**config.mk**
```make
export PLATFORM = sky130hd
export DESIGN_NAME = telemetry_frame_deframer
export DESIGN_NICKNAME = d
export VERILOG_FILES = /design/src/hw/rtl/tfd_pkg.sv /design/src/hw/rtl/telemetry_frame_deframer.sv /design/src/hw/rtl/tfd_front.sv /design/src/hw/rtl/tfd_job_fifo.sv /design/src/hw/rtl/tfd_back.sv
export SDC_FILE = /design/constraint.sdc
export NUM_CORES = 1
export LEC_CHECK = 0
export BUFFER_PORTS_ARGS = -buffer_cell sky130_fd_sc_hd__buf_2
export CORE_MARGIN = 4
export CORE_UTILIZATION = 60
export CTS_BUF_LIST = sky130_fd_sc_hd__clkbuf_8
export DETAILED_ROUTE_END_ITERATION = 8
export GPL_TIMING_DRIVEN = 0
export MAX_ROUTING_LAYER = met4
export PLACE_DENSITY = 0.77
export REMOVE_ABC_BUFFERS = 1
export SLEW_MARGIN = 40
export SYNTH_ARGS = -nofsm -noshare
export SYNTH_HDL_FRONTEND = slang
export SYNTH_HIERARCHICAL = 1
export SYNTH_SLANG_ARGS = --single-unit
```
**constraint.sdc**
```tcl
create_clock -name clock -period 5.8 [get_ports clock]
set_input_delay 0.29 -clock clock [delete_from_list [all_inputs] [get_ports clock]]
set_output_delay 0.29 -clock clock [all_outputs]
set_load 0.02 [all_outputs]
```
**src/hw/rtl/tfd_pkg.sv**
```systemverilog
// Shared types, codes and frame-layout tables for the telemetry frame deframer.
// Used by tfd_front, tfd_job_fifo, tfd_back and telemetry_frame_deframer.
package tfd_pkg;

   // Frame type codes.
   localparam logic [7:0] TYPE_STATUS  = 8'h01;
   localparam logic [7:0] TYPE_SENSORS = 8'h02;
   localparam logic [7:0] TYPE_RC      = 8'h03;
   localparam logic [7:0] TYPE_MOTORS  = 8'h06;
   localparam logic [7:0] TYPE_PID     = 8'h10;

   // Status byte value that means disarmed.
   localparam logic [7:0] DISARMED_CODE = 8'hA0;

   // Payload offset of the status frame's armed byte and its field slot.
   localparam logic [4:0] ARMED_OFFSET = 5'd6;
   localparam logic [3:0] ARMED_INDEX  = 4'd3;

   // Scale tags.
   localparam logic [1:0] SCALE_RAW        = 2'd0;
   localparam logic [1:0] SCALE_HUNDREDTHS = 2'd1;
   localparam logic [1:0] SCALE_THOUSANDTHS = 2'd2;

   // One validated frame, handed from the parser to the field emitter.
   typedef struct packed {
      logic [7:0] frame_type;
      logic       bank;
   } job_type;

   // Return of a payload bank once all its fields have gone out.
   typedef struct packed {
      logic en;
      logic bank;
   } release_type;

   // Number of result words a frame type produces (0 for unknown types).
   function automatic logic [3:0] field_total(input logic [7:0] frame_type);
      logic [3:0] total;
      case (frame_type)
         TYPE_STATUS:  total = 4'd4;
         TYPE_SENSORS: total = 4'd9;
         TYPE_RC:      total = 4'd10;
         TYPE_MOTORS:  total = 4'd4;
         TYPE_PID:     total = 4'd9;
         default:      total = 4'd0;
      endcase
      return total;
   endfunction

   // Minimum payload length the layout of a frame type needs.
   function automatic logic [7:0] min_length(input logic [7:0] frame_type);
      logic [7:0] need;
      case (frame_type)
         TYPE_STATUS:  need = 8'd7;
         TYPE_SENSORS: need = 8'd18;
         TYPE_RC:      need = 8'd20;
         TYPE_MOTORS:  need = 8'd8;
         TYPE_PID:     need = 8'd18;
         default:      need = 8'd0;
      endcase
      return need;
   endfunction

endpackage

```
**src/hw/rtl/telemetry_frame_deframer.sv**
```systemverilog
// Top level of the telemetry frame deframer.
// Instantiates tfd_front, tfd_job_fifo and tfd_back; uses tfd_pkg.
//
// Usage:
//   The req_ channel takes one received byte per word (req_rx_byte). The parser
//   hunts for two header bytes equal to the header register, then takes a type,
//   a length, the payload and an 8-bit wrapping checksum of all earlier bytes.
//   A frame with a good checksum, a known type and enough payload yields its
//   fields on the rsp_ channel, one word per field, last_field set on the final one.
//   Input rate: one byte per cycle while req_stall is low. The payload store has
//   two banks; the parser raises req_stall only when the bank it would fill still
//   belongs to a frame whose fields have not all gone out.
//   After its checksum byte is taken, a frame goes through the job queue to the
//   emitter, which walks its fields one by one: a read state reads the payload memory
//   for the field, then a show state puts it on the port.
//   When the receiver holds rsp_stall, the current field stays on the port and
//   the parser keeps taking bytes into the other bank while that bank is free.
//   Reset (synchronous, active high) returns the parser to the header hunt, sets
//   the header register to 0xAA and empties the frame queue; payload memory
//   contents are left as they are. csr_wr_en writes the header register.
module telemetry_frame_deframer #(
   parameter int MAX_PAYLOAD = 32
) (
   input  logic               clock,
   input  logic               reset,
   input  logic               req_valid,
   output logic               req_stall,
   input  logic [7:0]         req_rx_byte,
   output logic               rsp_valid,
   input  logic               rsp_stall,
   output logic [7:0]         rsp_frame_type,
   output logic [3:0]         rsp_field_index,
   output logic signed [15:0] rsp_field_value,
   output logic [1:0]         rsp_scale_tag,
   output logic               rsp_last_field,
   input  logic               csr_wr_en,
   input  logic [7:0]         csr_wr_data
);

   localparam int ADDR_W = $clog2(2*MAX_PAYLOAD);

   // Payload write path from parser into the emitter's memory.
   logic              wr_en;
   logic [ADDR_W-1:0] wr_addr;
   logic [7:0]        wr_data;

   // Frame hand-off between the two halves.
   logic                 job_push;
   logic                 job_pop;
   logic                 job_empty;
   tfd_pkg::job_type     job_in;
   tfd_pkg::job_type     job_head;
   tfd_pkg::release_type bank_release;

   tfd_front #(
      .MAX_PAYLOAD (MAX_PAYLOAD)
   ) u_front (
      .clock        (clock),
      .reset        (reset),
      .req_valid    (req_valid),
      .req_stall    (req_stall),
      .req_rx_byte  (req_rx_byte),
      .csr_wr_en    (csr_wr_en),
      .csr_wr_data  (csr_wr_data),
      .wr_en        (wr_en),
      .wr_addr      (wr_addr),
      .wr_data      (wr_data),
      .job_push     (job_push),
      .job          (job_in),
      .bank_release (bank_release)
   );

   // At most one frame per payload bank is outstanding, so two slots never overflow.
   tfd_job_fifo u_job_fifo (
      .clock    (clock),
      .reset    (reset),
      .push     (job_push),
      .push_job (job_in),
      .pop      (job_pop),
      .empty    (job_empty),
      .head_job (job_head)
   );

   tfd_back #(
      .MAX_PAYLOAD (MAX_PAYLOAD)
   ) u_back (
      .clock           (clock),
      .reset           (reset),
      .wr_en           (wr_en),
      .wr_addr         (wr_addr),
      .wr_data         (wr_data),
      .job_empty       (job_empty),
      .job             (job_head),
      .job_pop         (job_pop),
      .bank_release    (bank_release),
      .rsp_valid       (rsp_valid),
      .rsp_stall       (rsp_stall),
      .rsp_frame_type  (rsp_frame_type),
      .rsp_field_index (rsp_field_index),
      .rsp_field_value (rsp_field_value),
      .rsp_scale_tag   (rsp_scale_tag),
      .rsp_last_field  (rsp_last_field)
   );

endmodule

```
**src/hw/rtl/tfd_front.sv**
```systemverilog
// Byte parser of the telemetry frame deframer: header hunt, checksum, payload write.
// Depends on tfd_pkg; writes payload bytes into the emitter's double-buffered store.
module tfd_front #(
   parameter int MAX_PAYLOAD = 32
) (
   input  logic                                clock,
   input  logic                                reset,
   input  logic                                req_valid,
   output logic                                req_stall,
   input  logic [7:0]                          req_rx_byte,
   input  logic                                csr_wr_en,
   input  logic [7:0]                          csr_wr_data,
   output logic                                wr_en,
   output logic [$clog2(2*MAX_PAYLOAD)-1:0]    wr_addr,
   output logic [7:0]                          wr_data,
   output logic                                job_push,
   output tfd_pkg::job_type                    job,
   input  tfd_pkg::release_type                bank_release
);

   localparam int OFF_W  = $clog2(MAX_PAYLOAD);
   localparam int ADDR_W = $clog2(2*MAX_PAYLOAD);
   localparam logic [7:0] MAX_LEN = 8'(MAX_PAYLOAD);

   typedef enum logic [5:0] {
      PH_HUNT  = 6'b000001,
      PH_HEAD2 = 6'b000010,
      PH_TYPE  = 6'b000100,
      PH_LEN   = 6'b001000,
      PH_DATA  = 6'b010000,
      PH_SUM   = 6'b100000
   } phase_type;

   phase_type   phase_ff, phase_in;
   logic [7:0]  header_ff, header_in;
   logic [7:0]  pos_ff, pos_in;
   logic [7:0]  sum_ff, sum_in;
   logic [7:0]  type_ff, type_in;
   logic [7:0]  len_ff, len_in;
   logic        bank_ff, bank_in;
   logic [1:0]  busy_ff, busy_in;

   logic        accept;
   logic [7:0]  b;
   logic [8:0]  pos_next;
   logic [OFF_W-1:0] wr_off;
   logic        frame_good;

   assign req_stall = busy_ff[bank_ff];
   assign accept    = req_valid && !req_stall;
   assign b         = req_rx_byte;
   assign pos_next  = {1'b0, pos_ff} + 9'd1;
   assign wr_off    = pos_ff[OFF_W-1:0];

   assign wr_en   = accept && (phase_ff == PH_DATA) && ({1'b0, pos_ff} < 9'(MAX_PAYLOAD));
   assign wr_addr = bank_ff ? (ADDR_W'(MAX_PAYLOAD) + ADDR_W'(wr_off)) : ADDR_W'(wr_off);
   assign wr_data = b;

   // A frame is handed on only with a matching checksum, a known type and enough payload.
   assign frame_good = (b == sum_ff) && (tfd_pkg::field_total(type_ff) != 4'd0) &&
                       (len_ff >= tfd_pkg::min_length(type_ff));
   assign job_push       = accept && (phase_ff == PH_SUM) && frame_good;
   assign job.frame_type = type_ff;
   assign job.bank       = bank_ff;

   always_comb begin
      phase_in  = phase_ff;
      header_in = csr_wr_en ? csr_wr_data : header_ff;
      pos_in    = pos_ff;
      sum_in    = sum_ff;
      type_in   = type_ff;
      len_in    = len_ff;
      bank_in   = bank_ff;
      busy_in   = busy_ff;
      if (bank_release.en) begin
         busy_in[bank_release.bank] = 1'b0;
      end
      if (accept) begin
         case (phase_ff)
            PH_HUNT: begin
               if (b == header_ff) begin
                  sum_in   = b;
                  phase_in = PH_HEAD2;
               end
            end
            PH_HEAD2: begin
               if (b == header_ff) begin
                  sum_in   = sum_ff + b;
                  phase_in = PH_TYPE;
               end else begin
                  phase_in = PH_HUNT;
               end
            end
            PH_TYPE: begin
               type_in  = b;
               sum_in   = sum_ff + b;
               phase_in = PH_LEN;
            end
            PH_LEN: begin
               sum_in = sum_ff + b;
               len_in = b;
               pos_in = 8'd0;
               if (b > MAX_LEN) begin
                  phase_in = PH_HUNT;
               end else if (b == 8'd0) begin
                  phase_in = PH_SUM;
               end else begin
                  phase_in = PH_DATA;
               end
            end
            PH_DATA: begin
               sum_in = sum_ff + b;
               pos_in = pos_next[7:0];
               if (pos_next >= {1'b0, len_ff}) begin
                  phase_in = PH_SUM;
               end
            end
            PH_SUM: begin
               if (frame_good) begin
                  busy_in[bank_ff] = 1'b1;
                  bank_in          = !bank_ff;
               end
               phase_in = PH_HUNT;
            end
            default: begin
               phase_in = PH_HUNT;
            end
         endcase
      end
   end

   always_ff @(posedge clock) begin
      if (reset) begin
         phase_ff  <= PH_HUNT;
         header_ff <= 8'hAA;
         pos_ff    <= 8'd0;
         sum_ff    <= 8'd0;
         type_ff   <= 8'd0;
         len_ff    <= 8'd0;
         bank_ff   <= 1'b0;
         busy_ff   <= 2'b00;
      end else begin
         phase_ff  <= phase_in;
         header_ff <= header_in;
         pos_ff    <= pos_in;
         sum_ff    <= sum_in;
         type_ff   <= type_in;
         len_ff    <= len_in;
         bank_ff   <= bank_in;
         busy_ff   <= busy_in;
      end
   end

endmodule

```
**src/hw/rtl/tfd_job_fifo.sv**
```systemverilog
// Two-entry queue of validated frames between the parser and the field emitter.
// Depends on tfd_pkg for the job record.
module tfd_job_fifo (
   input  logic             clock,
   input  logic             reset,
   input  logic             push,
   input  tfd_pkg::job_type push_job,
   input  logic             pop,
   output logic             empty,
   output tfd_pkg::job_type head_job
);

   tfd_pkg::job_type slot_ff [2];
   logic             wr_ptr_ff, wr_ptr_in;
   logic             rd_ptr_ff, rd_ptr_in;
   logic [1:0]       count_ff, count_in;
   logic             do_push, do_pop;

   assign empty    = (count_ff == 2'd0);
   assign head_job = slot_ff[rd_ptr_ff];
   assign do_push  = push && (count_ff != 2'd2);
   assign do_pop   = pop && !empty;

   always_comb begin
      wr_ptr_in = do_push ? !wr_ptr_ff : wr_ptr_ff;
      rd_ptr_in = do_pop ? !rd_ptr_ff : rd_ptr_ff;
      count_in  = count_ff + 2'(do_push) - 2'(do_pop);
   end

   always_ff @(posedge clock) begin
      if (do_push) begin
         slot_ff[wr_ptr_ff] <= push_job;
      end
   end

   always_ff @(posedge clock) begin
      if (reset) begin
         wr_ptr_ff <= 1'b0;
         rd_ptr_ff <= 1'b0;
         count_ff  <= 2'd0;
      end else begin
         wr_ptr_ff <= wr_ptr_in;
         rd_ptr_ff <= rd_ptr_in;
         count_ff  <= count_in;
      end
   end

endmodule

```
**src/hw/rtl/tfd_back.sv**
```systemverilog
// Field emitter of the telemetry frame deframer: holds the double-buffered payload
// store and walks a frame's layout one result word at a time. Depends on tfd_pkg.
module tfd_back #(
   parameter int MAX_PAYLOAD = 32
) (
   input  logic                             clock,
   input  logic                             reset,
   input  logic                             wr_en,
   input  logic [$clog2(2*MAX_PAYLOAD)-1:0] wr_addr,
   input  logic [7:0]                       wr_data,
   input  logic                             job_empty,
   input  tfd_pkg::job_type                 job,
   output logic                             job_pop,
   output tfd_pkg::release_type             bank_release,
   output logic                             rsp_valid,
   input  logic                             rsp_stall,
   output logic [7:0]                       rsp_frame_type,
   output logic [3:0]                       rsp_field_index,
   output logic signed [15:0]               rsp_field_value,
   output logic [1:0]                       rsp_scale_tag,
   output logic                             rsp_last_field
);

   localparam int ADDR_W = $clog2(2*MAX_PAYLOAD);

   typedef enum logic [2:0] {
      BE_IDLE = 3'b001,
      BE_READ = 3'b010,
      BE_SHOW = 3'b100
   } be_state_type;

   logic [7:0] mem [2*MAX_PAYLOAD];

   be_state_type state_ff, state_in;
   logic [7:0]   type_ff, type_in;
   logic         bank_ff, bank_in;
   logic [3:0]   total_ff, total_in;
   logic [3:0]   k_ff, k_in;
   logic [1:0]   m3_ff, m3_in;
   logic [7:0]   rd_a_ff, rd_b_ff;

   logic             is_armed;
   logic             is_last;
   logic [4:0]       off_a, off_b;
   logic [ADDR_W-1:0] base, addr_a, addr_b;
   logic             rd_en;
   logic             shown;

   assign is_armed = (type_ff == tfd_pkg::TYPE_STATUS) && (k_ff == tfd_pkg::ARMED_INDEX);
   assign is_last  = (k_ff + 4'd1 == total_ff);
   assign off_a    = is_armed ? tfd_pkg::ARMED_OFFSET : {k_ff, 1'b0};
   assign off_b    = {k_ff, 1'b1};
   assign base     = bank_ff ? ADDR_W'(MAX_PAYLOAD) : ADDR_W'(0);
   assign addr_a   = base + ADDR_W'(off_a);
   assign addr_b   = base + ADDR_W'(off_b);
   assign rd_en    = (state_ff == BE_READ);

   always_ff @(posedge clock) begin
      if (wr_en) begin
         mem[wr_addr] <= wr_data;
      end
      if (rd_en) begin
         rd_a_ff <= mem[addr_a];
         rd_b_ff <= mem[addr_b];
      end
   end

   assign rsp_valid       = (state_ff == BE_SHOW);
   assign shown           = rsp_valid && !rsp_stall;
   assign rsp_frame_type  = type_ff;
   assign rsp_field_index = k_ff;
   assign rsp_last_field  = is_last;
   assign rsp_field_value = is_armed ?
                            ((rd_a_ff == tfd_pkg::DISARMED_CODE) ? 16'sd0 : 16'sd1) :
                            $signed({rd_a_ff, rd_b_ff});

   // PID gains: the middle of each triple is the integral term.
   always_comb begin
      if (type_ff == tfd_pkg::TYPE_PID) begin
         rsp_scale_tag = (m3_ff == 2'd1) ? tfd_pkg::SCALE_THOUSANDTHS
                                         : tfd_pkg::SCALE_HUNDREDTHS;
      end else begin
         rsp_scale_tag = tfd_pkg::SCALE_RAW;
      end
   end

   assign job_pop           = (state_ff == BE_IDLE) && !job_empty;
   assign bank_release.en   = shown && is_last;
   assign bank_release.bank = bank_ff;

   always_comb begin
      state_in = state_ff;
      type_in  = type_ff;
      bank_in  = bank_ff;
      total_in = total_ff;
      k_in     = k_ff;
      m3_in    = m3_ff;
      case (state_ff)
         BE_IDLE: begin
            if (!job_empty) begin
               type_in  = job.frame_type;
               bank_in  = job.bank;
               total_in = tfd_pkg::field_total(job.frame_type);
               k_in     = 4'd0;
               m3_in    = 2'd0;
               state_in = BE_READ;
            end
         end
         BE_READ: begin
            state_in = BE_SHOW;
         end
         BE_SHOW: begin
            if (!rsp_stall) begin
               if (is_last) begin
                  state_in = BE_IDLE;
               end else begin
                  k_in     = k_ff + 4'd1;
                  m3_in    = (m3_ff == 2'd2) ? 2'd0 : m3_ff + 2'd1;
                  state_in = BE_READ;
               end
            end
         end
         default: begin
            state_in = BE_IDLE;
         end
      endcase
   end

   always_ff @(posedge clock) begin
      if (reset) begin
         state_ff <= BE_IDLE;
         type_ff  <= 8'd0;
         bank_ff  <= 1'b0;
         total_ff <= 4'd0;
         k_ff     <= 4'd0;
         m3_ff    <= 2'd0;
      end else begin
         state_ff <= state_in;
         type_ff  <= type_in;
         bank_ff  <= bank_in;
         total_ff <= total_in;
         k_ff     <= k_in;
         m3_ff    <= m3_in;
      end
   end

endmodule
```
# Word level (Yosys, flattened, before mapping)
# Memory sizes are Yosys's and may differ from the RTL's. A register that Yosys moved wholly into a read port is not among the register bits.
# Cells that the tools add are included.
# op_classes
reduce_logical	41
n_bitwise	4
eq_ne	35
magnitude_cmp	8
addsub	9
muxes	49
# ops
operator	n
two-way mux 6 bit	6
equality test 8 x 2 -> 1 bit, second input constant	4
one-hot mux 6 bit (5 select lines)	1
equality test 8 x 1 -> 1 bit, second input constant	3
equality test 8 x 5 -> 1 bit, second input constant	3
one-hot mux 4 bit (3 select lines)	2
one-hot mux 8 bit (3 select lines)	1
two-way mux 2 bit	11
one-hot mux 5 bit (4 select lines)	1
equality test 8 x 3 -> 1 bit, second input constant	2
equality test 8 bit	2
two-way mux 16 bit	1
two-way mux 8 bit	2
one-hot mux 8 bit (2 select lines)	1
logical AND 1 bit	15
adder 6 x 5 -> 6 bit	2
two-way mux 4 bit	3
two-way mux 1 bit	11
!= test 2 bit, second input constant	5
AND reduction 2 bit	5
adder 8 x 1 -> 9 bit, second input constant	1
greater-or-equal comparator 9 x 8 -> 1 bit	1
two-way mux 3 bit	3
one-hot mux 3 bit (3 select lines)	1
other kinds (44)	59
# word_totals
word_cells	165
n_memories	2
output_inout_bits	33
in_bits	21
mem_bits_rw	530
ff_bits	75
# mem_list
memory	words	word_bits	rd	rd_clocked_by_memory_dff	write_ports	line_no	source
u_back.mem	64	8	2	2	1	tfd_back.sv:32	logic [7:0] mem [2*MAX_PAYLOAD];
u_job_fifo.slot_ff	2	9	1	1	1	tfd_job_fifo.sv:13	tfd_pkg::job_type slot_ff [2];

# Longest topological paths before layout
# Gate-level depths: netlist of run 1.
# logic_depth
depth_word	11
depth_mapped	16
mapped_depth_nobuf	16

# By module
# The synthesis of run 1 kept the hierarchy.
# by_module_without_submodules
mod	instances	cells_each	seq_area_each_um2	area_each_um2
tfd_back	1	1151	16295.6	21759.6
tfd_front	1	382	980.9	3210.6
tfd_job_fifo	1	53	640.6	885.8

# Worst setup path before layout of run 1
# No wires, ideal clock.
# synth_path
kind	reg-to-reg
from	reg u_front.phase_ff[0]
to	mem u_back.mem[16][0], enable pin
t_required_ns	5.417
path_stages_with_launch	10
n_path_buf	1
synth_period_minus_slack_ns	3.467
path_slack_ns	2.333
t_arrival_ns	3.084
setup_ns	0.383
path_cell_list	dfxtp_1 > buf_6 > or4_1 > or2_1 > nor2_4 > nor4b_1 > nor2b_1 > nor2b_1 > nand2_1 > nor3_1
# synth_between
elab_chain_cells	5
# synth_rtl
item	line_no	source
from (decl)	tfd_front.sv:34	phase_type phase_ff, phase_in;
from (signal assigned)	tfd_front.sv:143	phase_ff <= phase_in;
equality test 6 x 5 -> 1 bit	tfd_front.sv:55	assign wr_en = accept && (phase_ff == PH_DATA) && ({1'b0, pos_ff} < 9'(MAX_PAYLOAD));
logical AND 1 bit (2 in a row)	tfd_front.sv:55	
named net wr_en	telemetry_frame_deframer.sv:43	logic wr_en;
two-way mux 1 bit	tfd_back.sv:59	if (wr_en) begin
two-way mux 1 bit (implied by the code)	tfd_back.sv:60	mem[wr_addr] <= wr_data;
to (decl)	tfd_back.sv:32	
# The timed path passes the listed nets, and every way through them passes these cells.

# Worst setup path after layout of run 1
# layout_path
from	reg u_front.phase_ff[5]
to	mem u_back.mem[6][0], enable pin
# Same word-level chain as after synthesis.

==> out/results.tsv, run 1 <==
stage	metric	value	unit
run_status	outcome	finished, final reports clean	
floorplan	Die H	216	um
global_route	grt total ovfl	0	
drt	DRC violations left	0	
cells_and_area	commonest non-fill, non-tap cells in the layout	edfxtp_1 (546), nor2_1 (120), mux4_2 (120)	
sta	Tmin final	3990	ps
power	worst vdd ir	259	uV
power	Net Sw Frac	0.213	
power	Leak Pwr	9.34	nW
setup_path	Buf/Inv on CP	0	
sta	Final Hold Viols	0	
sta	actual slew at the worst max-slew pin	890	ps
sta	Fmax	0.251	GHz
global_route	first-pass GRT wire length	84900	um
sta	relative slew slack	0.406	
synth	number of distinct library cells after synthesis	79	
synth	Mapped Area	0.0259	mm^2
synth	Post-synth EDFFs	546	
clock_network	post-cts sizing count	0	
place	placer congestion estimate	0.859	
floorplan	starting density of the core	0.612	
job	Max-Cap Viols	0	
drt	vias	14600	
synth	Yosys reg bits	622	
sta	Max Slew Vio Count	0	
setup_path	Crit. End Element	flop	
synth	Synth Area per Inst	16.3	um^2
setup_path	crit start category	flop	
clock_network	CTS tree	yes	
power	total power draw	8.49	mW
clock_network	post-CTS setup repair buffer count	0	
place	Final HPWL DP	33800	um
cells_and_area	Layout area overhead	10.5	%
sta	final setup fails	0	
synth	post-synth top area share	0.634	
clock_network	CTS clock-pin slew for the worst setup and hold paths	60	ps
drt	DRT Pass-1 Iters	5	
synth	Main synth FF type	edfxtp_1	
power	net switching power	1.81	mW
sta	Final Skew	27.8	ps
setup_path	family with the most delay on the worst path	simple AND/OR/NAND/NOR gates	
drt	DR iter-0 viols	1417	
power	P per Cell Area	297	mW/mm^2
power	Internal Power	6.69	mW
power	clock power share	0.384	
clock_network	Root Buffer	clkbuf_8	
clock_network	clock buffer depth	3	
floorplan	Core ar.	0.0422	mm^2
sta	PnR worst setup slack	1810	ps
synth	Async S/R FF share, synth	0	
setup_path	CP Cell Sequence	or4_1 -> or2_1 -> nor2_4 -> nor4b_2 -> nor2b_1 -> nand3_1 -> nor2_1	
sta	RSZ-0062 raised after global routing	false	
setup_path	Critical Path Max Stage Delay	820	ps
cells_and_area	commonest non-fill, non-tap cell in the layout	edfxtp_1	
floorplan	Die ar.	0.0465	mm^2
power	sequential fraction of design power	0.578	
synth	Post-Syn Instances	1586	
place	# port buffers	53	
worst_hold_path	Hold Path Class	primary input to flop	
cells_and_area	Final Core Density	0.676	
setup_path	worst path arrival time	4250	ps
power	Logic pwr share	0.038	
synth	synth top area cells	edfxtp_1 (63%), mux4_2 (10%), dfxtp_1 (5.9%), nor2_1 (2.0%), mux2_2 (1.7%)	
place	worst slack, placed	1860	ps
global_route	largest net degree at the start of global routing	83	
setup_path	Setup CP Type	flop to flop	
setup_path	slowest cell on the critical path	nor2_1	
drt	drt total wl	55100	um
sta	setup TNS	0	ps
synth	Yosys warnings	6	
clock_network	CTS Buf Count	95	
floorplan	row count	75	
sta	crit share post-route	0.688	
setup_path	CP max FO	10	
drt	WL/cell	24.2	um
cells_and_area	share of layout cells above drive strength 1	0.229	
global_route	vias in the first global route	14700	
global_route	Total GRT Usage	0.244	
drt	drt via density	6.38	
drt	DRT antenna net count	0	
floorplan	I/O Pins	54	
clock_network	worst skew pair latency	650	ps
cells_and_area	Nets	1715	
floorplan	Die X-Extent	216	um
synth	register area share after synthesis	0.693	
global_route	initial antenna violation count	0	
setup_path	worst path required time	6060	ps
clock_network	CTS sink cnt	622	
synth	dominant cell type by area after synthesis	edfxtp_1	
clock_network	CTS H-tree lvls	3	
cells_and_area	antenna cell count	0	
worst paths after layout:
kind	depth (start not counted)	endpoint	slack (ps)	startpoint
setup / recovery	7	u_back/mem[6][0]$_DFFE_PP_	1810	u_front/phase_ff[5]$_SDFFE_PP0P_
hold / removal	1	u_back/mem[54][5]$_DFFE_PP_	50	req_rx_byte[5]
setup reg to reg	7	u_back/mem[6][0]$_DFFE_PP_	1810	u_front/phase_ff[5]$_SDFFE_PP0P_
hold reg to reg	2	u_back/rsp_frame_type[1]$_SDFFE_PP0P_	480	u_back/rsp_frame_type[1]$_SDFFE_PP0P_
cell usage after synthesis (5+ instances only):
library cell,count
nor4_1,11
nand2_1,80
nor2_1,135
xor2_1,10
nand4_1,8
a22oi_1,12
mux2_2,40
ha_1,24
buf_2,26
mux2_1,5
a211o_1,5
mux4_2,120
buf_4,17
clkbuf_1,44
a32oi_1,7
nand3b_1,5
or2_2,5
and2_1,27
or3_1,11
nand3_1,25
a2111oi_0,7
o21ai_0,37
nor2b_1,19
a21oi_1,56
nor3b_1,7
xnor2_1,16
o211ai_1,7
nand2b_1,12
o22ai_1,11
nor3_1,21
a22o_1,5
and3_1,5
or4_1,5
mux2i_1,33
inv_1,24
edfxtp_1,546
dfxtp_1,76
a31oi_1,8
stage by stage:
stage | instance area, um^2 | hold slack, ps | std cells
floorplan | 25400 | 359 | 1493
global placement | 26300 | 454 | 2085
detailed placement | 26700 | 464 | 2101
CTS | 28500 | 38.7 | 2281
global route | 28600 | 19.7 | 2282
finish | 28600 | 50.1 | 2282
power by group through the flow:
stage | clock network (mW) | registers (mW) | logic [mW]
after floorplan | 0 | 5.00 | 0.184
after global placement | 0 | 5.00 | 0.289
after detailed placement | 0 | 5.00 | 0.311
after CTS | 3.34 | 4.91 | 0.317
after global routing | 3.56 | 4.91 | 0.356
final | 3.26 | 4.91 | 0.320
state kept, by name (all words and copies together), names as in the netlist, named ones only:
name,cells
u_back/mem,512
u_job_fifo/slot_ff,18
u_back/rd_a_ff,8
u_back/rd_b_ff,8
u_back/rsp_frame_type,8
u_front/header_ff,8
u_front/len_ff,8
u_front/pos_ff,8
u_front/sum_ff,8
u_front/type_ff,8
u_front/phase_ff,6
u_back/rsp_field_index,4
u_back/total_ff,4
u_back/state_ff,3
u_back/m3_ff,2
u_front/busy_ff,2
u_job_fifo/count_ff,2
u_back/bank_ff,1
u_front/bank_ff,1
u_job_fifo/rd_ptr_ff,1
u_job_fifo/wr_ptr_ff,1
area by class of cell:
cell class                      count  area [um^2]
Clock buffer                      104         1430
Multi-Input combinational cell    843         7470
Sequential cell                   622        17900
Inverter                           28          108
Timing Repair Buffer               79          651
Fill cell                        2762        13700
Clock inverter                     67          298
Tap cell                          539          674
worst register-to-register path, stage by stage, from the launching register on:
cell and delay (ps):
dfxtp_1 390, or4_1 600, or2_1 300, nor2_4 230, nor4b_2 540, nor2b_1 310
nand3_1 430, nor2_1 820
what timing repair did:
action / in CTS / in global routing
hold buffers: 9 / 0
endpoints found under the setup margin: 0 / 0
endpoints found under the hold margin: 10 / 0
layer usage:
layer | track usage | routed length (um) | vias up
met5 | - | 0 | -
met1 | 0.325 | 21600 | 7404
met2 | 0.391 | 27600 | 647
met4 | 0.0876 | 1460 | 0
li1 | - | - | 6405
met3 | 0.0367 | 4420 | 105
cells by family after synthesis:
group | count (synthesis) | synth area share
DFF | 622 | 0.693
muxes | 199 | 0.137
buffers and inverters | 121 | 0.0219
and+or+nand+nor | 399 | 0.0773
xor gates and xnor gates | 26 | 0.00881
AOI/OAI and AO/OA | 194 | 0.0492
adders and majority gates | 25 | 0.0124
(Power assumes the default switching activity.)
==> run 2: changes to the inputs <==
Clock period 5.8 ns to 4.1 ns, I/O delays scaled along.
==> out/results.tsv, run 2 (same netlist as run 1, synthesis figures left out) <==
stage	metric	value	unit	change
global_route	initial antenna violation count	0		unchanged
global_route	grt total ovfl	0		unchanged
global_route	Total GRT Usage	0.245		+0.000664
power	worst vdd ir	369	uV	+42%
cells_and_area	number of flip-flops in the largest register	512		unchanged
cells_and_area	commonest non-fill, non-tap cells in the layout	edfxtp_1 (546), mux4_2 (120), nor2_1 (118)		
setup_path	Setup CP Type	flop to flop		
job	Max-Cap Viols	0		unchanged
floorplan	I/O Pins	54		unchanged
power	Logic pwr share	0.039		about the same
clock_network	CTS clock-pin slew for the worst setup and hold paths	60	ps	about the same
place	placer congestion estimate	0.859		unchanged
clock_network	CTS Buf Count	95		unchanged
setup_path	slowest cell on the critical path	nor2_1		
clock_network	CTS sink cnt	622		unchanged
setup_path	Crit. End Element	flop		
power	net switching power	2.56	mW	+42%
drt	DR iter-0 viols	1399		-1.3%
cells_and_area	commonest non-fill, non-tap cell in the layout	edfxtp_1		
drt	DRT antenna net count	0		unchanged
clock_network	CTS tree	yes		
floorplan	row count	75		unchanged
clock_network	CTS H-tree lvls	3		unchanged
cells_and_area	fin cells	2292		+0.44%
setup_path	family with the most delay on the worst path	simple AND/OR/NAND/NOR gates		
floorplan	Die H	216	um	unchanged
power	Net Sw Frac	0.213		+0.000338
place	Final HPWL DP	33800	um	unchanged
run_status	outcome	finished, final reports clean		
power	sequential fraction of design power	0.577		about the same
floorplan	Core ar.	0.0422	mm^2	unchanged
clock_network	worst skew pair latency	650	ps	about the same
cells_and_area	Most flops, register	u_back/mem		
power	P per Cell Area	420	mW/mm^2	+41%
floorplan	starting density of the core	0.612		unchanged
clock_network	Root Buffer	clkbuf_8		
sta	Final Skew	21.8	ps	-6.01 ps
cells_and_area	antenna cell count	0		unchanged
sta	Final Hold Viols	0		unchanged
drt	vias	14600		+0.43%
sta	final setup fails	0		unchanged
cells_and_area	Layout area overhead	10.9	%	
power	Internal Power	9.47	mW	+42%
setup_path	CP max FO	12		+2
sta	Max Slew Vio Count	0		unchanged
cells_and_area	Largest regs	u_back/mem x512, u_job_fifo/slot_ff x18		
clock_network	clock buffer depth	3		unchanged
sta	Tmin final	4020	ps	+33.9 ps
drt	drt via density	6.38		about the same
sta	RSZ-0062 raised after global routing	true		
setup_path	worst path required time	4360	ps	-1700 ps
setup_path	crit start category	flop		
cells_and_area	Final Core Density	0.679		+0.00261
global_route	largest net degree at the start of global routing	83		unchanged
place	# port buffers	53		unchanged
drt	WL/cell	24.1	um	-0.18%
sta	actual slew at the worst max-slew pin	887	ps	-3.59 ps
cells_and_area	Nets	1725		+0.58%
drt	DRC violations left	0		unchanged
sta	Fmax	0.249	GHz	-0.84%
global_route	vias in the first global route	14800		+0.36%
power	clock power share	0.384		about the same
worst_hold_path	Hold Path Class	primary input to flop		
setup_path	CP Cell Sequence	mux2i_1 -> nand2_2 -> nor2_4 -> nor4b_2 -> nor2b_1 -> nand3_1 -> nor2_1		
sta	relative slew slack	0.408		+0.00240
setup_path	Buf/Inv on CP	0		unchanged
sta	crit share post-route	0.981		+0.293
setup_path	worst path arrival time	4280	ps	+30 ps
setup_path	Critical Path Max Stage Delay	820	ps	about the same
place	placed cells	2101		unchanged
floorplan	Die X-Extent	216	um	unchanged
floorplan	Die ar.	0.0465	mm^2	unchanged
global_route	first-pass GRT wire length	85100	um	+0.26%
power	Leak Pwr	9.38	nW	+0.36%
drt	DRT Pass-1 Iters	7		+2
cells_and_area	share of layout cells above drive strength 1	0.230		+0.000402
drt	drt total wl	55300	um	+0.26%
[run 2: changes by cell type in the layout (fill, tap and decap cells not counted)]
cell and delta:
nor2_2 +2, dlygate4sd3_1 +10, a211oi_2 +1, nor2_1 -2, a211oi_1 -1
[run 2: worst reg2reg max path: cells and delay by family (launching register included)]
kind	cells	cell delay [ps]
DFF	1	620
and+or+nand+nor	6	2650
muxes	1	390
[run 2: worst paths after layout]
kind,from,to,slack [ps],depth (start not counted)
worst max register to register,u_front/bank_ff$_SDFFE_PP0P_,u_back/mem[46][5]$_DFFE_PP_,80,7
worst max-delay path,u_front/bank_ff$_SDFFE_PP0P_,u_back/mem[46][5]$_DFFE_PP_,80,7
worst min register to register,u_back/rsp_frame_type[1]$_SDFFE_PP0P_,u_back/rsp_frame_type[1]$_SDFFE_PP0P_,480,2
worst min-delay path,reset,u_job_fifo/count_ff[0]$_SDFF_PP0_,30,2
[run 2: metrics by stage]
stage | setup TNS (ps) | hold slack, ps | area [um^2] | total power [mW] | worst slack, ps
floorplan | -99740 | 274 | 25400 | 7.33 | -2950
global placement | -225340 | 409 | 26300 | 7.49 | -6680
detailed placement | 0 | 413 | 26700 | 7.52 | 155
CTS | 0 | 114 | 28600 | 12.1 | 140
global route | -4750 | 36.7 | 28700 | 12.5 | -137
finish | 0 | 30.1 | 28700 | 12.0 | 78.3
[run 2: cell type report]
| type | count | area (um^2) |
|---|---|---|
| inverter | 28 | 108 |
| tap | 539 | 674 |
| fill | 2742 | 13600 |
| clock inverter | 67 | 298 |
| timing repair buffer | 89 | 751 |
| multi-input combinational | 843 | 7480 |
| sequential | 622 | 17900 |
| clock buffer | 104 | 1430 |
[run 2: timing repair]
action | 4_1_cts | 5_1_grt
hold endpoints to repair | 16 | 16
hold buffers | 18 | 1
endpoints found under the setup margin | 0 | 62
gates resized for setup | 0 | 3
buffers inserted | 0 | 0
[run 2: metal layers]
layer | vias to the layer above | global-route usage | wire [um] | part of all wire
met4 | 0 | 0.0885 | 1580 | 0.029
li1 | 6426 | - | - | -
met2 | 654 | 0.393 | 27700 | 0.50
met1 | 7426 | 0.326 | 21900 | 0.40
met5 | - | - | 0 | 0
met3 | 118 | 0.0366 | 4140 | 0.075
[run 2: power by group through the flow]
stage          logic, mW  clock network, mW  registers (mW)
2_1_floorplan      0.261                  0            7.07
3_3_place_gp       0.409                  0            7.08
3_5_place_dp       0.441                  0            7.08
4_1_cts            0.457               4.73            6.95
5_1_grt            0.514               5.04            6.95
6_report           0.465               4.62            6.95
==> run 3: changes to the inputs <==
Settings changed: CORE_ASPECT_RATIO set to 0.75, GPL_ROUTABILITY_DRIVEN set to 0, SLEW_MARGIN 40 to 5.
==> out/results.tsv, run 3 (same netlist as run 1, synthesis figures left out) <==
stage	metric	value	unit	change
setup_path	Register-to-Register Path Depth	6		-1
global_route	largest net degree at the start of global routing	83		unchanged
setup_path	Critical Path Max Stage Delay	880	ps	+60 ps
worst_hold_path	Hold EP	u_back/state_ff[2]$_SDFFE_PP0P_		
setup_path	CP max FO	12		unchanged
setup_path	worst path arrival time	4190	ps	-90 ps
floorplan	row count	65		-13%
setup_path	worst path required time	4350	ps	about the same
clock_network	Root Buffer	clkbuf_8		
clock_network	CTS sink cnt	622		unchanged
setup_path	Crit. End Element	flop		
floorplan	Die H	188	um	-13%
sta	Fmax	0.254	GHz	+2.1%
cells_and_area	sequential cell area	0.0179	mm^2	about the same
worst_hold_path	hold path depth	2		unchanged
cells_and_area	commonest non-fill, non-tap cells in the layout	edfxtp_1 (546), mux4_2 (120), nor2_1 (104)		
global_route	first-pass GRT wire length	86900	um	+2.2%
run_status	outcome	finished, final reports clean		
job	Max-Cap Viols	0		unchanged
worst_hold_path	worst hold start	reset		
clock_network	CTS H-tree lvls	3		unchanged
sta	Final Hold Viols	0		unchanged
power	total power draw	12.0	mW	-0.63%
setup_path	CP Cell Sequence	mux2i_1 -> nand2_2 -> nor2_4 -> nor4b_4 -> nand4_1 -> nor2_1		
floorplan	Die X-Extent	248	um	+15%
power	Internal Power	9.40	mW	-0.74%
drt	WL/cell	24.7	um	+2.5%
sta	actual slew at the worst max-slew pin	1180	ps	+292 ps
setup_path	FF-to-FF setup slack	160	ps	+80 ps
sta	relative slew slack	0.204		-0.204
worst_hold_path	Hold Path Class	primary input to flop		
cells_and_area	fin cells	2306		+0.61%
clock_network	CTS tree	yes		
setup_path	Worst R2R End	u_back/mem[63][1]$_DFFE_PP_		
clock_network	CTS clock-pin slew for the worst setup and hold paths	70	ps	about the same
place	worst slack, placed	-472	ps	-627 ps
sta	crit share post-route	0.960		-0.0206
floorplan	starting density of the core	0.611		-0.000906
cells_and_area	Largest regs	u_back/mem x512, u_job_fifo/slot_ff x18		
sta	Max Slew Vio Count	0		unchanged
power	Logic pwr share	0.038		about the same
clock_network	worst skew pair latency	650	ps	about the same
setup_path	slowest cell on the critical path	nor2_1		
global_route	initial antenna violation count	1		+1
power	Leak Pwr	9.29	nW	-0.90%
floorplan	Die ar.	0.0465	mm^2	about the same
global_route	Total GRT Usage	0.255		+0.0100
cells_and_area	Nets	1713		-0.70%
cells_and_area	area of the multi-input gates	0.00755	mm^2	+1.0%
cells_and_area	share of layout cells above drive strength 1	0.236		+0.00615
setup_path	Setup CP Type	flop to flop		
cells_and_area	antenna cell count	0		unchanged
cells_and_area	fill cell count	2819		+2.8%
setup_path	crit start category	flop		
sta	Tmin final	3940	ps	-84.6 ps
place	placed cells	2126		+1.2%
place	Final HPWL DP	34300	um	+1.4%
floorplan	Core ar.	0.0423	mm^2	+0.15%
drt	drt via density	6.38		about the same
setup_path	R2R Path Start	u_front/bank_ff$_SDFFE_PP0P_		
floorplan	I/O Pins	54		unchanged
cells_and_area	fin area	0.0287	mm^2	about the same
drt	DRT antenna net count	0		unchanged
place	Placed Area	0.0266	mm^2	-0.18%
cells_and_area	commonest non-fill, non-tap cell in the layout	edfxtp_1		
sta	final setup fails	0		unchanged
power	sequential fraction of design power	0.581		+0.004
power	clock power share	0.381		-0.003
drt	DR iter-0 viols	1368		-2.2%
cells_and_area	Layout area overhead	10.8	%	about the same
cells_and_area	Most flops, register	u_back/mem		
global_route	vias in the first global route	14700		-0.53%
drt	drt total wl	57000	um	+3.1%
sta	Hold Slack	135	ps	+105 ps
power	net switching power	2.56	mW	-0.20%
sta	Final Skew	27.0	ps	+5.24 ps
clock_network	clock buffer depth	3		unchanged
power	P per Cell Area	417	mW/mm^2	-0.58%
sta	PnR worst setup slack	163	ps	+84.6 ps
clock_network	CTS Buf Count	90		-5.3%
cells_and_area	number of flip-flops in the largest register	512		unchanged
power	Net Sw Frac	0.214		+0.000907
drt	DRT Pass-1 Iters	5		-2
global_route	grt total ovfl	0		unchanged
drt	DRC violations left	0		unchanged
drt	vias	14700		+0.55%
power	worst vdd ir	303	uV	-18%
place	# port buffers	53		unchanged
==> run 3: changes by cell type in the layout (fill, tap and decap cells not counted), moves of 3 or more <==
cell | previous run | this run
nor2_1 | 118 | 104
inv_1 | 58 | 52
nor2_4 | 1 | 7
buf_16 | 0 | 5
clkinv_2 | 7 | 11
clkbuf_8 | 104 | 101
buf_12 | 11 | 2
clkinv_1 | 21 | 18
nor2_2 | 18 | 26
==> run 3: power groups by stage <==
stage	clock network, mW	logic (mW)	registers, mW
6_report	4.55	0.458	6.95
5_1_grt	4.94	0.506	6.95
4_1_cts	4.63	0.456	6.95
3_5_place_dp	0	0.439	7.08
3_3_place_gp	0	0.413	7.08
2_1_floorplan	0	0.261	7.07
==> run 3: layer usage <==
| metal | part of all wire | up-vias | GRT usage |
|---|---|---|---|
| met3 | 0.088 | 104 | 0.0568 |
| met5 | 0 | - | - |
| met2 | 0.47 | 699 | 0.377 |
| met4 | 0.020 | 0 | 0.0596 |
| li1 | - | 6403 | - |
| met1 | 0.42 | 7499 | 0.370 |
==> run 3: worst max-delay path by stage <==
stage | from | to | slack [ps] | cells after the start
after floorplan | u_back/rsp_field_index[0]$_SDFFE_PP0P_ | u_back/rd_a_ff[7]$_DFFE_PP_ | -2950 | 6
after global placement | u_back/rsp_field_index[0]$_SDFFE_PP0P_ | u_back/rd_a_ff[1]$_DFFE_PP_ | -6770 | 4
after detailed placement | u_front/bank_ff$_SDFFE_PP0P_ | u_back/mem[33][2]$_DFFE_PP_ | -470 | 7
after CTS | u_front/bank_ff$_SDFFE_PP0P_ | u_back/mem[30][3]$_DFFE_PP_ | 30 | 7
after global routing | u_front/bank_ff$_SDFFE_PP0P_ | u_back/mem[58][1]$_DFFE_PP_ | -20 | 7
final | u_front/bank_ff$_SDFFE_PP0P_ | u_back/mem[63][1]$_DFFE_PP_ | 160 | 6
==> run 3: layout make-up <==
class | instances | area share
clock inverter | 61 | 0.00969
clock buffer | 101 | 0.0485
sequential | 622 | 0.626
tap | 569 | 0.0248
multi-input combinational | 843 | 0.264
timing repair buffer | 82 | 0.0241
inverter | 28 | 0.00367
==> run 3: critical path: cells and delay by family (launching register included) <==
family | cells | cell delay, ps
mux | 1 | 450
flops | 1 | 700
simple gates | 5 | 2390
==> run 3: timing repair <==
| item | CTS | global route |
|---|---|---|
| endpoints found under the setup margin | 488 | 481 |
| setup buffers | 0 | 0 |
| hold buffers | 18 | 0 |
| resized for setup | 6 | 39 |
| hold endpoints to repair | 16 | 0 |
==> run 3: per-stage QoR <==
step / utilization / setup TNS [ps]
finish: 0.678 / 0
global route: 0.678 / -17.7
CTS: 0.674 / 0
detailed placement: 0.630 / -103600
global placement: 0.624 / -266950
floorplan: - / -99740
